**src/hw/rtl/lbg_pkg.sv**
```systemverilog
// Shared types and constants of the LED bar-graph renderer.
// Used by lbg_ctrl, lbg_dp and led_bar_graph_renderer; depends on nothing.
package lbg_pkg;

    localparam int LED_MAX       = 64;
    localparam int BAND_MAX      = 8;
    localparam int SAMPLE_OFFSET = 15;
    localparam int SAMPLE_TOP    = 1010;
    localparam int SAMPLE_SPAN   = SAMPLE_TOP - SAMPLE_OFFSET;
    // floor(2^RECIP_SHIFT / SAMPLE_SPAN): estimate is low by at most one
    localparam int RECIP_SHIFT   = 20;
    localparam int RECIP         = (1 << RECIP_SHIFT) / SAMPLE_SPAN;

    localparam int IN_DATA_W  = 24;
    localparam int OUT_DATA_W = 32;
    localparam int CFG_DATA_W = 64;
    localparam int CFG_IDX_W  = 3;

    typedef enum logic [CFG_IDX_W-1:0] {
        REG_LED_COUNT    = 3'd0,
        REG_BAND_COUNT   = 3'd1,
        REG_BAND_LIMITS  = 3'd2,
        REG_TAIL_LENGTH  = 3'd3,
        REG_LAYOUT_MODE  = 3'd4,
        REG_PALETTE_LOW  = 3'd5,
        REG_PALETTE_MID  = 3'd6,
        REG_PALETTE_HIGH = 3'd7
    } lbg_reg_t;

    // Commands from the controller to the datapath
    typedef struct packed {
        logic latch;   // capture the accepted request
        logic mul1;    // offset sample times LED count
        logic mul2;    // reciprocal estimate of the quotient
        logic mul3;    // correct and clamp the quotient
        logic update;  // apply the new level, flag a redraw
        logic setup;   // prepare frame constants, clear counters
        logic emit;    // load one LED result into the output stage
    } lbg_cmd_t;

    // Status from the datapath to the controller
    typedef struct packed {
        logic pending;   // a redraw is due
        logic out_free;  // output stage can take a result this cycle
        logic last_led;  // frame counter sits on the final LED
    } lbg_stat_t;

endpackage

```
**src/hw/rtl/lbg_ctrl.sv**
```systemverilog
// Sequencer of the LED bar-graph renderer: one-hot state machine.
// Depends on lbg_pkg for the command and status structs.
module lbg_ctrl (
    input  logic              aclk,
    input  logic              aresetn,
    input  logic              s_tvalid,
    output logic              s_tready,
    input  lbg_pkg::lbg_stat_t stat,
    output lbg_pkg::lbg_cmd_t  cmd
);
    import lbg_pkg::*;

    typedef enum logic [6:0] {
        ST_IDLE   = 7'b0000001,
        ST_MUL1   = 7'b0000010,
        ST_MUL2   = 7'b0000100,
        ST_MUL3   = 7'b0001000,
        ST_UPDATE = 7'b0010000,
        ST_SETUP  = 7'b0100000,
        ST_WALK   = 7'b1000000
    } state_t;

    state_t state_reg, state_next;

    assign s_tready = (state_reg == ST_IDLE);

    always_comb begin
        state_next = state_reg;
        cmd        = '0;
        unique case (state_reg)
            ST_IDLE: begin
                if (s_tvalid) begin
                    cmd.latch  = 1'b1;
                    state_next = ST_MUL1;
                end
            end
            ST_MUL1: begin
                cmd.mul1   = 1'b1;
                state_next = ST_MUL2;
            end
            ST_MUL2: begin
                cmd.mul2   = 1'b1;
                state_next = ST_MUL3;
            end
            ST_MUL3: begin
                cmd.mul3   = 1'b1;
                state_next = ST_UPDATE;
            end
            ST_UPDATE: begin
                cmd.update = 1'b1;
                state_next = ST_SETUP;
            end
            ST_SETUP: begin
                if (stat.pending) begin
                    cmd.setup  = 1'b1;
                    state_next = ST_WALK;
                end else begin
                    state_next = ST_IDLE;
                end
            end
            ST_WALK: begin
                if (stat.out_free) begin
                    cmd.emit = 1'b1;
                    if (stat.last_led) begin
                        state_next = ST_IDLE;
                    end
                end
            end
            default: begin
                state_next = ST_IDLE;
            end
        endcase
    end

    always_ff @(posedge aclk) begin
        if (!aresetn) begin
            state_reg <= ST_IDLE;
        end else begin
            state_reg <= state_next;
        end
    end

endmodule

```
**src/hw/rtl/lbg_dp.sv**
```systemverilog
// Datapath of the LED bar-graph renderer: config registers, level mapping,
// frame walk and output stage. Depends on lbg_pkg.
module lbg_dp (
    input  logic                                aclk,
    input  logic                                aresetn,
    input  lbg_pkg::lbg_cmd_t                   cmd,
    output lbg_pkg::lbg_stat_t                  stat,
    input  logic [lbg_pkg::IN_DATA_W-1:0]       s_tdata,
    input  logic                                s_tuser,
    input  logic                                cfg_we,
    input  logic [lbg_pkg::CFG_IDX_W-1:0]       cfg_index,
    input  logic [lbg_pkg::CFG_DATA_W-1:0]      cfg_wdata,
    output logic                                m_tvalid,
    input  logic                                m_tready,
    output logic [lbg_pkg::OUT_DATA_W-1:0]      m_tdata,
    output logic                                m_tlast
);
    import lbg_pkg::*;

    // Configuration
    logic [6:0]  led_count_reg;
    logic [3:0]  band_count_reg;
    logic [47:0] band_limits_reg;
    logic [6:0]  tail_length_reg;
    logic [9:0]  layout_reg;
    logic [63:0] pal_low_reg, pal_mid_reg, pal_high_reg;

    // Request and level mapping
    logic        func_reg;
    logic [9:0]  sample_reg;
    logic [7:0]  level_in_reg;
    logic [15:0] prod_reg;
    logic [6:0]  qest_reg;
    logic [6:0]  qfin_reg;
    logic [6:0]  shown_level_reg;
    logic [6:0]  prior_pot_reg;
    logic        pending_reg;

    // Frame walk
    logic [6:0]  lvl_reg;
    logic [6:0]  start_reg;
    logic [2:0]  sband_reg;
    logic [6:0]  idx_reg;
    logic [3:0]  col_reg;
    logic [3:0]  row_reg;
    logic [7:0]  row_base_reg;

    // Output stage
    logic                  m_valid_reg;
    logic [OUT_DATA_W-1:0] m_data_reg;
    logic                  m_last_reg;

    logic [6:0]  leds_eff;
    logic [3:0]  bands_eff;
    logic [9:0]  diff;
    logic [16:0] prod_full;
    logic [26:0] qmul;
    logic [16:0] back;
    logic [16:0] rem;
    logic [6:0]  qcor;
    logic [6:0]  direct_lvl;
    logic [6:0]  lvl_set;
    logic [6:0]  start_set;
    logic [5:0]  sband_pos;
    logic [3:0]  cols, rows;
    logic        full_row;
    logic [8:0]  pos_wide;
    logic        lit;
    logic [2:0]  band;
    logic [23:0] colour;
    logic [191:0] pal_all;
    logic [23:0] colours [BAND_MAX];
    logic [23:0] col_rgb;

    function automatic logic [2:0] band_of(input logic [5:0] pos, input logic [47:0] lims,
                                           input logic [3:0] nb);
        logic [2:0] k;
        logic       found;
        logic [3:0] nbm1;
        begin
            nbm1  = nb - 4'd1;
            k     = nbm1[2:0];
            found = 1'b0;
            for (int b = 0; b < BAND_MAX; b++) begin
                if (!found && (4'(b) < nb) && (pos < lims[6*b +: 6])) begin
                    k     = 3'(b);
                    found = 1'b1;
                end
            end
            return k;
        end
    endfunction

    always_comb begin
        if (led_count_reg == 7'd0) begin
            leds_eff = 7'd1;
        end else if (led_count_reg > 7'(LED_MAX)) begin
            leds_eff = 7'(LED_MAX);
        end else begin
            leds_eff = led_count_reg;
        end
        if (band_count_reg == 4'd0) begin
            bands_eff = 4'd1;
        end else if (band_count_reg > 4'(BAND_MAX)) begin
            bands_eff = 4'(BAND_MAX);
        end else begin
            bands_eff = band_count_reg;
        end
    end

    // Level mapping: (sample - 15) * leds / 995 by reciprocal with one correction
    assign diff      = (sample_reg >= 10'(SAMPLE_OFFSET)) ? sample_reg - 10'(SAMPLE_OFFSET)
                                                          : 10'd0;
    assign prod_full = 17'(diff) * 17'(leds_eff);
    assign qmul      = 27'(prod_reg) * 27'(RECIP);
    assign back      = 17'(qest_reg) * 17'(SAMPLE_SPAN);
    assign rem       = {1'b0, prod_reg} - back;

    always_comb begin
        qcor = (rem >= 17'(SAMPLE_SPAN)) ? qest_reg + 7'd1 : qest_reg;
        if (qcor > leds_eff) begin
            qcor = leds_eff;
        end
        direct_lvl = (level_in_reg > {1'b0, leds_eff}) ? leds_eff : level_in_reg[6:0];
        lvl_set    = (shown_level_reg > leds_eff) ? leds_eff : shown_level_reg;
        start_set  = ((tail_length_reg != 7'd0) && (lvl_set > tail_length_reg))
                     ? lvl_set - tail_length_reg : 7'd0;
        sband_pos  = (lvl_set != 7'd0) ? 6'(lvl_set - 7'd1) : 6'd0;
    end

    // Per-LED result
    assign pal_all = {pal_high_reg, pal_mid_reg, pal_low_reg};
    assign cols    = layout_reg[5:2];
    assign rows    = layout_reg[9:6];

    always_comb begin
        for (int k = 0; k < BAND_MAX; k++) begin
            colours[k] = pal_all[24*k +: 24];
        end
        full_row = layout_reg[0] && (cols != 4'd0) && (row_reg < rows)
                   && ((9'(row_base_reg) + 9'(cols)) <= 9'(leds_eff));
        if (full_row && row_reg[0]) begin
            pos_wide = 9'(row_base_reg) + 9'(cols) - 9'd1 - 9'(col_reg);
        end else begin
            pos_wide = 9'(idx_reg);
        end
        lit     = (idx_reg >= start_reg) && (idx_reg < lvl_reg);
        band    = layout_reg[1] ? sband_reg
                                : band_of(idx_reg[5:0], band_limits_reg, bands_eff);
        colour  = colours[band];
        col_rgb = lit ? colour : 24'd0;
    end

    assign stat.pending  = pending_reg;
    assign stat.out_free = !m_valid_reg || m_tready;
    assign stat.last_led = (idx_reg == (leds_eff - 7'd1));

    // Configuration and level state
    always_ff @(posedge aclk) begin
        if (!aresetn) begin
            led_count_reg   <= 7'd8;
            band_count_reg  <= 4'd1;
            band_limits_reg <= '0;
            tail_length_reg <= '0;
            layout_reg      <= '0;
            pal_low_reg     <= '0;
            pal_mid_reg     <= '0;
            pal_high_reg    <= '0;
            shown_level_reg <= '0;
            prior_pot_reg   <= '0;
            pending_reg     <= 1'b1;
        end else begin
            if (cfg_we) begin
                pending_reg <= 1'b1;
                unique case (lbg_reg_t'(cfg_index))
                    REG_LED_COUNT:    led_count_reg   <= cfg_wdata[6:0];
                    REG_BAND_COUNT:   band_count_reg  <= cfg_wdata[3:0];
                    REG_BAND_LIMITS:  band_limits_reg <= cfg_wdata[47:0];
                    REG_TAIL_LENGTH:  tail_length_reg <= cfg_wdata[6:0];
                    REG_LAYOUT_MODE:  layout_reg      <= cfg_wdata[9:0];
                    REG_PALETTE_LOW:  pal_low_reg     <= cfg_wdata;
                    REG_PALETTE_MID:  pal_mid_reg     <= cfg_wdata;
                    REG_PALETTE_HIGH: pal_high_reg    <= cfg_wdata;
                endcase
            end
            if (cmd.update) begin
                if (func_reg) begin
                    shown_level_reg <= direct_lvl;
                    pending_reg     <= 1'b1;
                end else if (qfin_reg != prior_pot_reg) begin
                    shown_level_reg <= qfin_reg;
                    prior_pot_reg   <= qfin_reg;
                    pending_reg     <= 1'b1;
                end
            end
            if (cmd.setup) begin
                pending_reg <= 1'b0;
            end
        end
    end

    // Request capture and multiply steps
    always_ff @(posedge aclk) begin
        if (cmd.latch) begin
            func_reg     <= s_tuser;
            sample_reg   <= s_tdata[9:0];
            level_in_reg <= s_tdata[17:10];
        end
        if (cmd.mul1) begin
            prod_reg <= prod_full[15:0];
        end
        if (cmd.mul2) begin
            qest_reg <= qmul[26:RECIP_SHIFT];
        end
        if (cmd.mul3) begin
            qfin_reg <= qcor;
        end
        if (cmd.setup) begin
            lvl_reg   <= lvl_set;
            start_reg <= start_set;
            sband_reg <= band_of(sband_pos, band_limits_reg, bands_eff);
        end
    end

    // Frame counters
    always_ff @(posedge aclk) begin
        if (!aresetn) begin
            idx_reg      <= '0;
            col_reg      <= '0;
            row_reg      <= '0;
            row_base_reg <= '0;
        end else if (cmd.setup) begin
            idx_reg      <= '0;
            col_reg      <= '0;
            row_reg      <= '0;
            row_base_reg <= '0;
        end else if (cmd.emit) begin
            idx_reg <= idx_reg + 7'd1;
            if (cols != 4'd0) begin
                if (col_reg == cols - 4'd1) begin
                    col_reg <= '0;
                    // saturate: rows past fifteen never map serpentine
                    if (row_reg != 4'hF) begin
                        row_reg      <= row_reg + 4'd1;
                        row_base_reg <= row_base_reg + 8'(cols);
                    end
                end else begin
                    col_reg <= col_reg + 4'd1;
                end
            end
        end
    end

    // Output stage
    always_ff @(posedge aclk) begin
        if (!aresetn) begin
            m_valid_reg <= 1'b0;
        end else if (cmd.emit) begin
            m_valid_reg <= 1'b1;
        end else if (m_tready) begin
            m_valid_reg <= 1'b0;
        end
    end

    always_ff @(posedge aclk) begin
        if (cmd.emit) begin
            m_data_reg <= {1'b0, col_rgb[7:0], col_rgb[15:8], col_rgb[23:16], lit,
                           pos_wide[5:0]};
            m_last_reg <= stat.last_led;
        end
    end

    assign m_tvalid = m_valid_reg;
    assign m_tdata  = m_data_reg;
    assign m_tlast  = m_last_reg;

endmodule

```
**src/hw/rtl/led_bar_graph_renderer.sv**
```systemverilog
// Top level of the LED bar-graph renderer: controller plus datapath.
// Depends on lbg_pkg, lbg_ctrl and lbg_dp.
//
//  channel  direction  handshake          payload
//  s_       in         s_tvalid/s_tready  s_tdata: sample, level; s_tuser: func
//  m_       out        m_tvalid/m_tready  m_tdata: position..blue; m_tlast: last
//  cfg_     in         cfg_we             cfg_index, cfg_wdata (no read-back)
//
// A request is mapped to a level by capture, three multiply steps
// through the reciprocal divider and update, followed by setup; if a
// redraw follows, the frame walk emits one LED per cycle while the
// output stage is free. A new request is taken only back in idle.
// The frame walk is the bottleneck: one LED result per cycle through the
// single output register. Reset is synchronous, active low, and schedules
// a redraw. A stalled m_tready holds the result and pauses the walk.
module led_bar_graph_renderer (
    input  logic                                aclk,
    input  logic                                aresetn,
    // request in
    input  logic                                s_tvalid,
    output logic                                s_tready,
    input  logic [lbg_pkg::IN_DATA_W-1:0]       s_tdata,  // [9:0] sample, [17:10] level
    input  logic                                s_tuser,  // [0] func: 1 direct level
    // LED results out
    output logic                                m_tvalid,
    input  logic                                m_tready,
    output logic [lbg_pkg::OUT_DATA_W-1:0]      m_tdata,  // [5:0] position, [6] lit,
                                                          // [14:7] red, [22:15] green,
                                                          // [30:23] blue
    output logic                                m_tlast,
    // configuration writes
    input  logic                                cfg_we,
    input  logic [lbg_pkg::CFG_IDX_W-1:0]       cfg_index,
    input  logic [lbg_pkg::CFG_DATA_W-1:0]      cfg_wdata
);
    import lbg_pkg::*;

    lbg_cmd_t  cmd;
    lbg_stat_t stat;

    // Sequence each request: map, update, then walk the frame if a redraw is due
    lbg_ctrl u_ctrl (
        .aclk     (aclk),
        .aresetn  (aresetn),
        .s_tvalid (s_tvalid),
        .s_tready (s_tready),
        .stat     (stat),
        .cmd      (cmd)
    );

    // Hold config, compute the level and produce one LED result per emit
    lbg_dp u_dp (
        .aclk      (aclk),
        .aresetn   (aresetn),
        .cmd       (cmd),
        .stat      (stat),
        .s_tdata   (s_tdata),
        .s_tuser   (s_tuser),
        .cfg_we    (cfg_we),
        .cfg_index (cfg_index),
        .cfg_wdata (cfg_wdata),
        .m_tvalid  (m_tvalid),
        .m_tready  (m_tready),
        .m_tdata   (m_tdata),
        .m_tlast   (m_tlast)
    );

endmodule
```
**config.mk**
```make
export PLATFORM = sky130hd
export DESIGN_NAME = led_bar_graph_renderer
export DESIGN_NICKNAME = d
export VERILOG_FILES = /design/src/hw/rtl/lbg_pkg.sv /design/src/hw/rtl/lbg_ctrl.sv /design/src/hw/rtl/lbg_dp.sv /design/src/hw/rtl/led_bar_graph_renderer.sv
export SDC_FILE = /design/constraint.sdc
export NUM_CORES = 1
export LEC_CHECK = 0
export ABC_AREA = 0
export BUFFER_PORTS_ARGS = -buffer_cell sky130_fd_sc_hd__buf_2
export CAP_MARGIN = 20
export CORE_ASPECT_RATIO = 0.5
export CORE_MARGIN = 2
export CORE_UTILIZATION = 33
export CTS_BUF_LIST = sky130_fd_sc_hd__clkbuf_8
export DETAILED_ROUTE_END_ITERATION = 12
export SLEW_MARGIN = 20
export SYNTH_ARGS = -nofsm -noshare
export SYNTH_HDL_FRONTEND = slang
export SYNTH_SLANG_ARGS = --single-unit
export TNS_END_PERCENT = 10
```
**constraint.sdc**
```tcl
create_clock -name aclk -period 18.7 [get_ports aclk]
set_input_delay 2.805 -clock aclk [delete_from_list [all_inputs] [get_ports aclk]]
set_output_delay 2.805 -clock aclk [all_outputs]
set_load 0.03 [all_outputs]
```
# Word level (Yosys, flattened, before mapping)
# Cells that the tools add are included.
# word_totals
output_inout_bits	35
elab_cells	262
inputBits	97
reg_bits	412
# op_classes
n_bitwise	3
eq_ne	21
n_lt_le_gt_ge	37
addsub	15
multipliers	3
n_reduce_logical	76
mux	76
# ops
op	count
6-bit < comparator	16
7-bit 2-to-1 mux	12
24-bit binary-select mux with 3-bit select	1
7-bit case mux with 7 select lines	1
24-bit 2-to-1 mux	2
1-bit 2-to-1 mux	39
3-bit 2-to-1 mux	13
1-bit logical AND	36
16-bit by 11-bit multiplier with 27-bit output, second input constant	1
7-bit > comparator	3
2-bit AND reduction	10
17-bit by 10-bit greater-or-equal comparator with 1-bit output, second input constant	1
7-bit by 10-bit multiplier with 17-bit output, second input constant	1
16-bit by 17-bit subtractor with 17-bit output	1
3-bit by 4-bit < comparator with 1-bit output, first input constant	4
10-bit by 7-bit multiplier with 16-bit output	1
1-bit zero test	15
7-bit by 1-bit adder with 7-bit output, second input constant	2
7-bit nonzero test	2
3-bit equality test, second input constant	4
4-bit 2-to-1 mux	3
6-bit 2-to-1 mux	2
6-bit by 1-bit subtractor with 6-bit output, second input constant	2
10-bit by 4-bit greater-or-equal comparator with 1-bit output, second input constant	1
other kinds (47)	58

# Longest topological paths before layout
# Gate-level depths: netlist (run 1).
# logic_depth
depth_word	45
mapped_depth	28
mapped_depth_nobuf	27

# By module
# A second synthesis (run 1) with hierarchy kept.
# hier_totals
hier_cells	3181
area_unflattened_um2	28172.0
# by_module_without_submodules
module	instances	cells_per_inst	area_per_inst_um2	seq_area_each_um2
lbg_dp	1	3130	27715.3	9068.7
lbg_ctrl	1	51	456.7	140.1

# Least setup slack after synthesis (run 1)
# OpenSTA, ideal clock, no wires.
# synth_timing
path_type	in2reg
startpoint	in m_tready
endpoint	reg u_dp.m_data_reg[0], in the netlist u_dp.m_tdata[0] (enable)
arrival_ps	6023
t_required_ps	18198
setup_time_ps	502
path_stages	2
slack_ps	12175
n_path_buf	0
cell_sequence	nor2b_1 > nor4bb_1
# synth_rtl
element	line_no	rtl
from (decl)	led_bar_graph_renderer.sv:26	input logic m_tready,
to (signal assigned)	lbg_dp.sv:267	m_data_reg <= {1'b0, col_rgb[7:0], col_rgb[15:8], col_rgb[23:16], lit,
to (decl)	lbg_dp.sv:50	logic [OUT_DATA_W-1:0] m_data_reg;

# Worst setup path after layout (run 1)
# layout_timing
startpoint	reg u_dp.led_count_reg[6]
endpoint	reg u_dp.sband_reg[0], data pin
# layout_between
elab_chain_cells	44
elab_cells_between_ends	60
cone_classes	add/sub: 1; order compare: 10; mux: 25; reduce/logical: 24
# layout_rtl
element	line_no	rtl
from (decl)	lbg_dp.sv:21	logic [6:0] led_count_reg;
from (signal assigned)	lbg_dp.sv:176	REG_LED_COUNT: led_count_reg <= cfg_wdata[6:0];
7-bit > comparator	lbg_dp.sv:97	end else if (led_count_reg > 7'(LED_MAX)) begin
7-bit 2-to-1 mux	lbg_dp.sv:97	
7-bit 2-to-1 mux (*)	lbg_dp.sv:95	if (led_count_reg == 7'd0) begin
7-bit > comparator	lbg_dp.sv:125	lvl_set = (shown_level_reg > leds_eff) ? leds_eff : shown_level_reg;
7-bit 2-to-1 mux (*)	lbg_dp.sv:125	
6-bit by 1-bit subtractor with 6-bit output / 7-bit nonzero test (equally long branches)	lbg_dp.sv:128	sband_pos = (lvl_set != 7'd0) ? 6'(lvl_set - 7'd1) : 6'd0;
6-bit 2-to-1 mux (*)	lbg_dp.sv:128	
6-bit < comparator	lbg_dp.sv:85	if (!found && (4'(b) < nb) && (pos < lims[6*b +: 6])) begin
[26 not listed]	-	
1-bit 2-to-1 mux	lbg_dp.sv:85	
1-bit 2-to-1 mux	lbg_dp.sv:218	if (cmd.setup) begin
1-bit zero test	lbg_dp.sv:85	
1-bit logical AND (2 in a row)	lbg_dp.sv:85	
1-bit 2-to-1 mux	lbg_dp.sv:85	
1-bit 2-to-1 mux	lbg_dp.sv:218	
1-bit zero test	lbg_dp.sv:85	
1-bit logical AND (2 in a row)	lbg_dp.sv:85	
to (signal assigned)	lbg_dp.sv:221	sband_reg <= band_of(sband_pos, band_limits_reg, bands_eff);
to (decl)	lbg_dp.sv:42	logic [2:0] sband_reg;
# Every way passes the cells marked *; elsewhere a longest branch is shown, timed or not. The select of a mux whose other input is x is not followed.
# A chain may end at the register's enable or synchronous reset.

==> flow_summary.ini, run 1 <==
[clock_tree]
ctsResizeCount = 0
clkSlewWorstSetupHoldPaths_ns = 0.07
ctsHoldBuffers = 0
htree_num_levels = 3
cts_inserted_buffers = 66
clock_latency_ns = 0.66
cts-root-buf = clkbuf_8
cts.sinks = 411
cts_max_path_buffers = 3
cts_tree = done
post_cts_buffers = 0

[route]
detail-route-antenna-nets = 0
via_count = 21800
viasPerCell = 5.08
avgRoutedWirePerCell_um = 18.1
drc = 0
drtIter0Drc = 1531
routed_wl_um = 77700
dr.pass1.iters = 6

[die]
initial_utilization_pct = 33.2
die_h_um = 209
num_rows = 75
die_area_mm2 = 0.0868
coreArea_mm2 = 0.0837
pin_count = 132
fp.dieW_um = 415

[finish]
instances_no_fill = 4288
nNetsFinal = 3612
layout-drive-gt1-share_pct = 10.8
final_cell_area_mm2 = 0.0308
final_cell_mix = 623 x nand2_1, 321 x inv_1, 313 x dfxtp_1
syn_to_final_growth_pct = 10.8
layout_commonest_cell = nand2_1

[logic_synthesis]
synth_cell_types = 91
synth_ff_type = dfxtp_1
syn_nets = 3526
synth-edff-count = 98
synth-seq-cells = 411
netlist_instances = 3032
yosysTopAreaCell = dfxtp_1
yosysSeqAreaShare_pct = 33.1
async_flop_share_pct = 0
syn_area_per_cell_um2 = 9.18
synth_area_mm2 = 0.0278
yosys_warnings = 0
yosysTopAreaCellShare_pct = 22.5
synthTopCellsByArea = dfxtp_1 23%, ha_1 13%, edfxtp_1 11%, nand2_1 8.4%, fa_1 7.6%

[global_route]
grt_remaining_overflow = 0
grt_pass1_vias = 21700
grt_pass1_wl_um = 122000
grt_start_max_net_pins = 107
antenna_found_initial = 7
grt_use_total_pct = 17.7

[sta]
whs_ns = 0.461
rsz0062_at_grt = no
slew_headroom_pct = 20.2
slew_violations = 0
finalSetupViolCount = 0
worst_slew_pin_slew_ns = 1.19
finalSetupTns_ns = 0
max_freq_mhz = 130
hold_viol_final = 0
finalCritPeriodShare_pct = 41.2
skew_ns = 0.0425
final.min_clock_period_ns = 7.70
setup_slack_ns = 11.00

[setup_path]
path_class = flip-flop to flip-flop
endpoint_kind = flip-flop
worstPathArrival_ns = 8.17
r2r_slack_ns = 11.00
path_max_fanout = 25
crit_required_ns = 19.17
start_kind = flip-flop

[placement]
dp_slack_ns = 11.09
gp_congestion = 0.920
numPortBuffers = 124
dp_cells = 4165
dp_hpwl_um = 54700
dpl_cell_area_mm2 = 0.0296

[power]
power-per-cell-area_mw_per_mm2 = 69.3
p_leak_nw = 12.5
max-vdd-ir-drop_mv = 0.0371

[run]
drv_cap = 0

[outcome]
run_status = finished clean

[min_path]
hp-class = flip-flop to flip-flop
==> worst max-delay path, stage by stage, from the launching register on <==
cell       delay (ns)
dfxtp_1          0.30
buf_4            0.23
nor2b_1          0.78
inv_2            0.38
ha_1             0.40
a211oi_1         0.23
nor2_1           0.14
o31ai_4          0.53
nor2_1           0.11
a21oi_2          0.27
ha_1             0.31
nand3_2          0.11
mux2_4           0.29
nor3b_4          0.67
or2_2            0.26
nor2_1           0.24
ha_1             0.30
or3b_2           0.44
a21oi_1          0.21
a222oi_1         0.11
a2111oi_0        0.64
nor2_1           0.21
o211a_1          0.18
o21ai_1          0.17
==> synthesized netlist by cell type, types with 7 or more instances <==
cell and instances:
buf_2 16, nor2b_1 45, xor2_1 29, and2_1 14, xnor2_1 65, nor4_1 12
o21ai_0 62, a21oi_1 68, o31ai_1 9, fa_1 106, nand2b_1 24, a22o_1 25
o21bai_1 10, mux2_2 10, a31oi_1 13, a21boi_0 259, dfxtp_1 313, o211ai_1 12
nand3_1 32, a21o_1 41, nor2_1 108, or3_1 14, mux4_2 48, nand2_1 623
and3_1 11, nor3_1 49, inv_1 292, nand4_1 16, edfxtp_1 98, clkbuf_1 110
mux2i_1 29, a2111oi_0 7, a211oi_1 14, ha_1 291, o21a_1 22
==> cell type report <==
cell class | count | area [µm²]
antenna | 4 | 10.0
clock buffer | 68 | 936
timing repair buffer | 153 | 857
inverter | 298 | 1120
fill | 8563 | 52900
sequential | 411 | 9210
multi-input combinational | 2188 | 17000
clock inverter | 50 | 277
tap | 1116 | 1400
==> layer usage <==
layer	wire [µm]	up-vias	global-route usage (%)	share of wire [%]
li1	-	10500	-	-
met1	34900	10600	23.0	45
met2	36200	525	29.7	47
met3	4160	134	3.15	5.4
met4	2370	0	6.32	3.0
met5	0	-	0	0
==> stage by stage <==
| stage | total power (W) | utilization [%] |
|---|---|---|
| 6_report | 0.00214 | 36.8 |
| 3_3_place_gp | 0.00140 | 35.4 |
| 5_1_grt | 0.00226 | 36.8 |
| 2_1_floorplan | 0.00129 | - |
| 4_1_cts | 0.00216 | 36.8 |
| 3_5_place_dp | 0.00142 | 35.4 |
==> kinds of logic after synthesis <==
family,Yosys count,synth area share [%]
AO/OA/AOI/OAI,617,16.1
XOR/XNOR,94,2.96
adder cells (fa/ha/maj),397,20.7
buffers and inverters,433,6.03
flip-flops,411,33.1
multiplexers,88,5.39
other,1,0.0135
AND/OR/NAND/NOR,991,15.8
==> report_power, final <==
| group | switching (W) | internal [W] |
|---|---|---|
| Clock | 0.000384 | 0.000358 |
| Sequential | 0.0000204 | 0.000936 |
| Combinational | 0.000261 | 0.000178 |
==> final timing paths <==
path | from | endpoint | cells after the start
worst max-delay path | u_dp.led_count_reg[6] | u_dp.sband_reg[0] | 23
worst min register to register | u_dp.pal_mid_reg[41] | u_dp.pal_mid_reg[41] | 2
worst max register to register | u_dp.led_count_reg[6] | u_dp.sband_reg[0] | 23
worst min-delay path | u_dp.pal_mid_reg[41] | u_dp.pal_mid_reg[41] | 2
Power figures use the tool's default switching activity.
==> run 2: changes to the inputs <==
==> constraint.sdc (replaced) <==
create_clock -name aclk -period 6.7 [get_ports aclk]
set_input_delay 1.005 -clock aclk [delete_from_list [all_inputs] [get_ports aclk]]
set_output_delay 1.005 -clock aclk [all_outputs]
set_load 0.03 [all_outputs]
==> run 2 against run 1 <==
Net effect:
- clock power rose to 3.3 times the previous value
- highest routed layer is now met5
- core utilization rose by 0.94 points
- non-clock buffer count rose by 50
- global-route usage barely moved
- sequential share of layout area fell by 0.74 points
- register-to-register slack got worse by 11 ns
- first-iteration DRC count fell by 5.1%
==> flow_summary.ini, run 2 (synthesized netlist as in run 1, its figures left out) <==
[outcome]
run_status = finished clean

[die]
die_area_mm2 = 0.0868
pin_count = 132
fp.dieW_um = 415
die_h_um = 209
num_rows = 75
initial_utilization_pct = 33.2
coreArea_mm2 = 0.0837

[setup_path]
start_kind = flip-flop
endpoint_kind = flip-flop
path_class = flip-flop to flip-flop
path_delay_family = adder cells
max_stage_delay_ns = 0.58
crit_required_ns = 7.08
path_max_fanout = 6
r2r_slack_ns = 0.28
crit_path_top_delay_cell = fa_1
worstPathArrival_ns = 6.80
critPathBufInv = 5

[sta]
hold_viol_final = 0
finalSetupTns_ns = 0
max_freq_mhz = 156
skew_ns = 0.0396
worst_slew_pin_slew_ns = 1.12
rsz0062_at_grt = yes
finalSetupViolCount = 0
slew_violations = 0
final.min_clock_period_ns = 6.42
finalCritPeriodShare_pct = 95.9
slew_headroom_pct = 25.4

[global_route]
grt_pass1_wl_um = 122000
grt_pass1_vias = 22000
grt_use_total_pct = 17.7
grt_start_max_net_pins = 114
grt_remaining_overflow = 0
antenna_found_initial = 11

[min_path]
hp-class = flip-flop to flip-flop

[clock_tree]
cts.sinks = 411
htree_num_levels = 3
clkSlewWorstSetupHoldPaths_ns = 0.07
ctsHoldBuffers = 0
cts_tree = done
clock_latency_ns = 0.69
cts_inserted_buffers = 69
cts-root-buf = clkbuf_8
cts_max_path_buffers = 3

[power]
power-per-cell-area_mw_per_mm2 = 201
p_total_w = 0.00637
max-vdd-ir-drop_mv = 0.129
p_leak_nw = 12.9

[finish]
layout_commonest_cell = nand2_1
final_cell_mix = 623 x nand2_1, 313 x dfxtp_1, 312 x inv_1
syn_to_final_growth_pct = 13.6
final_cell_area_mm2 = 0.0316
layout-drive-gt1-share_pct = 13.3
nNetsFinal = 3665

[placement]
numPortBuffers = 124
dpl_cell_area_mm2 = 0.0299
gp_congestion = 0.888
dp_hpwl_um = 55300

[route]
avgRoutedWirePerCell_um = 17.9
drtIter0Drc = 1453
drc = 0
via_count = 22100
dr.pass1.iters = 6
detail-route-antenna-nets = 0
viasPerCell = 5.09
routed_wl_um = 77700

[run]
drv_cap = 0
[run 2: cell count changes in the layout (fill, tap and decap cells not counted), moves of 5 or more]
cell	change
buf_4	+48
clkbuf_8	+16
inv_1	-9
clkinv_1	-8
fa_1	-5
fa_2	+5
[run 2: path summary, 6_finish.rpt]
path,depth (start not counted),endpoint,startpoint
worst min register to register,2,u_dp.pal_mid_reg[25],u_dp.pal_mid_reg[25]
worst max register to register,26,u_dp.qfin_reg[4],u_dp.qest_reg[5]
worst min-delay path,2,u_dp.pal_mid_reg[25],u_dp.pal_mid_reg[25]
worst max-delay path,26,u_dp.qfin_reg[4],u_dp.qest_reg[5]
[run 2: worst min-delay path, cell delays in order (launching register included)]
cell	delay (ns)
dfxtp_1	0.31
nand2_1	0.04
a21boi_0	0.06
[run 2: what timing repair did]
action / 4_1_cts / 5_1_grt
setup endpoints to repair: 5 / 8
gates resized for setup: 2 / 32
setup buffers: 0 / 8
cloned: 0 / 1
pin swaps: 0 / 14
[run 2: area by class of cell]
class | count | area (µm²)
Antenna cell | 7 | 17.5
Clock buffer | 84 | 1160
Multi-Input combinational cell | 2188 | 17200
Fill cell | 8419 | 52100
Timing Repair Buffer | 203 | 1240
Clock inverter | 37 | 312
Inverter | 298 | 1120
Tap cell | 1116 | 1400
Sequential cell | 411 | 9210
[run 2: layer usage]
layer / wire [µm] / GRT usage [%] / vias up
li1: - / - / 10600
met1: 34300 / 22.6 / 10800
met2: 36500 / 29.6 / 519
met3: 4130 / 3.25 / 162
met4: 2710 / 7.22 / 4
met5: 21 / 0 / -
[run 2: stage by stage]
stage	util, %	setup WS, ns	cells	hold slack, ns
floorplan	-	0.275	3032	0.436
global placement	35.7	-0.0704	4207	0.447
detailed placement	35.7	-0.135	4207	0.457
CTS	37.5	0.0509	4328	0.452
global route	37.8	-0.0501	4343	0.467
finish	37.8	0.277	4344	0.464
[run 2: report_power, final]
part | switching (W) | internal, W
Sequential | 0.0000533 | 0.00261
Clock | 0.00111 | 0.00130
Combinational | 0.000751 | 0.000532
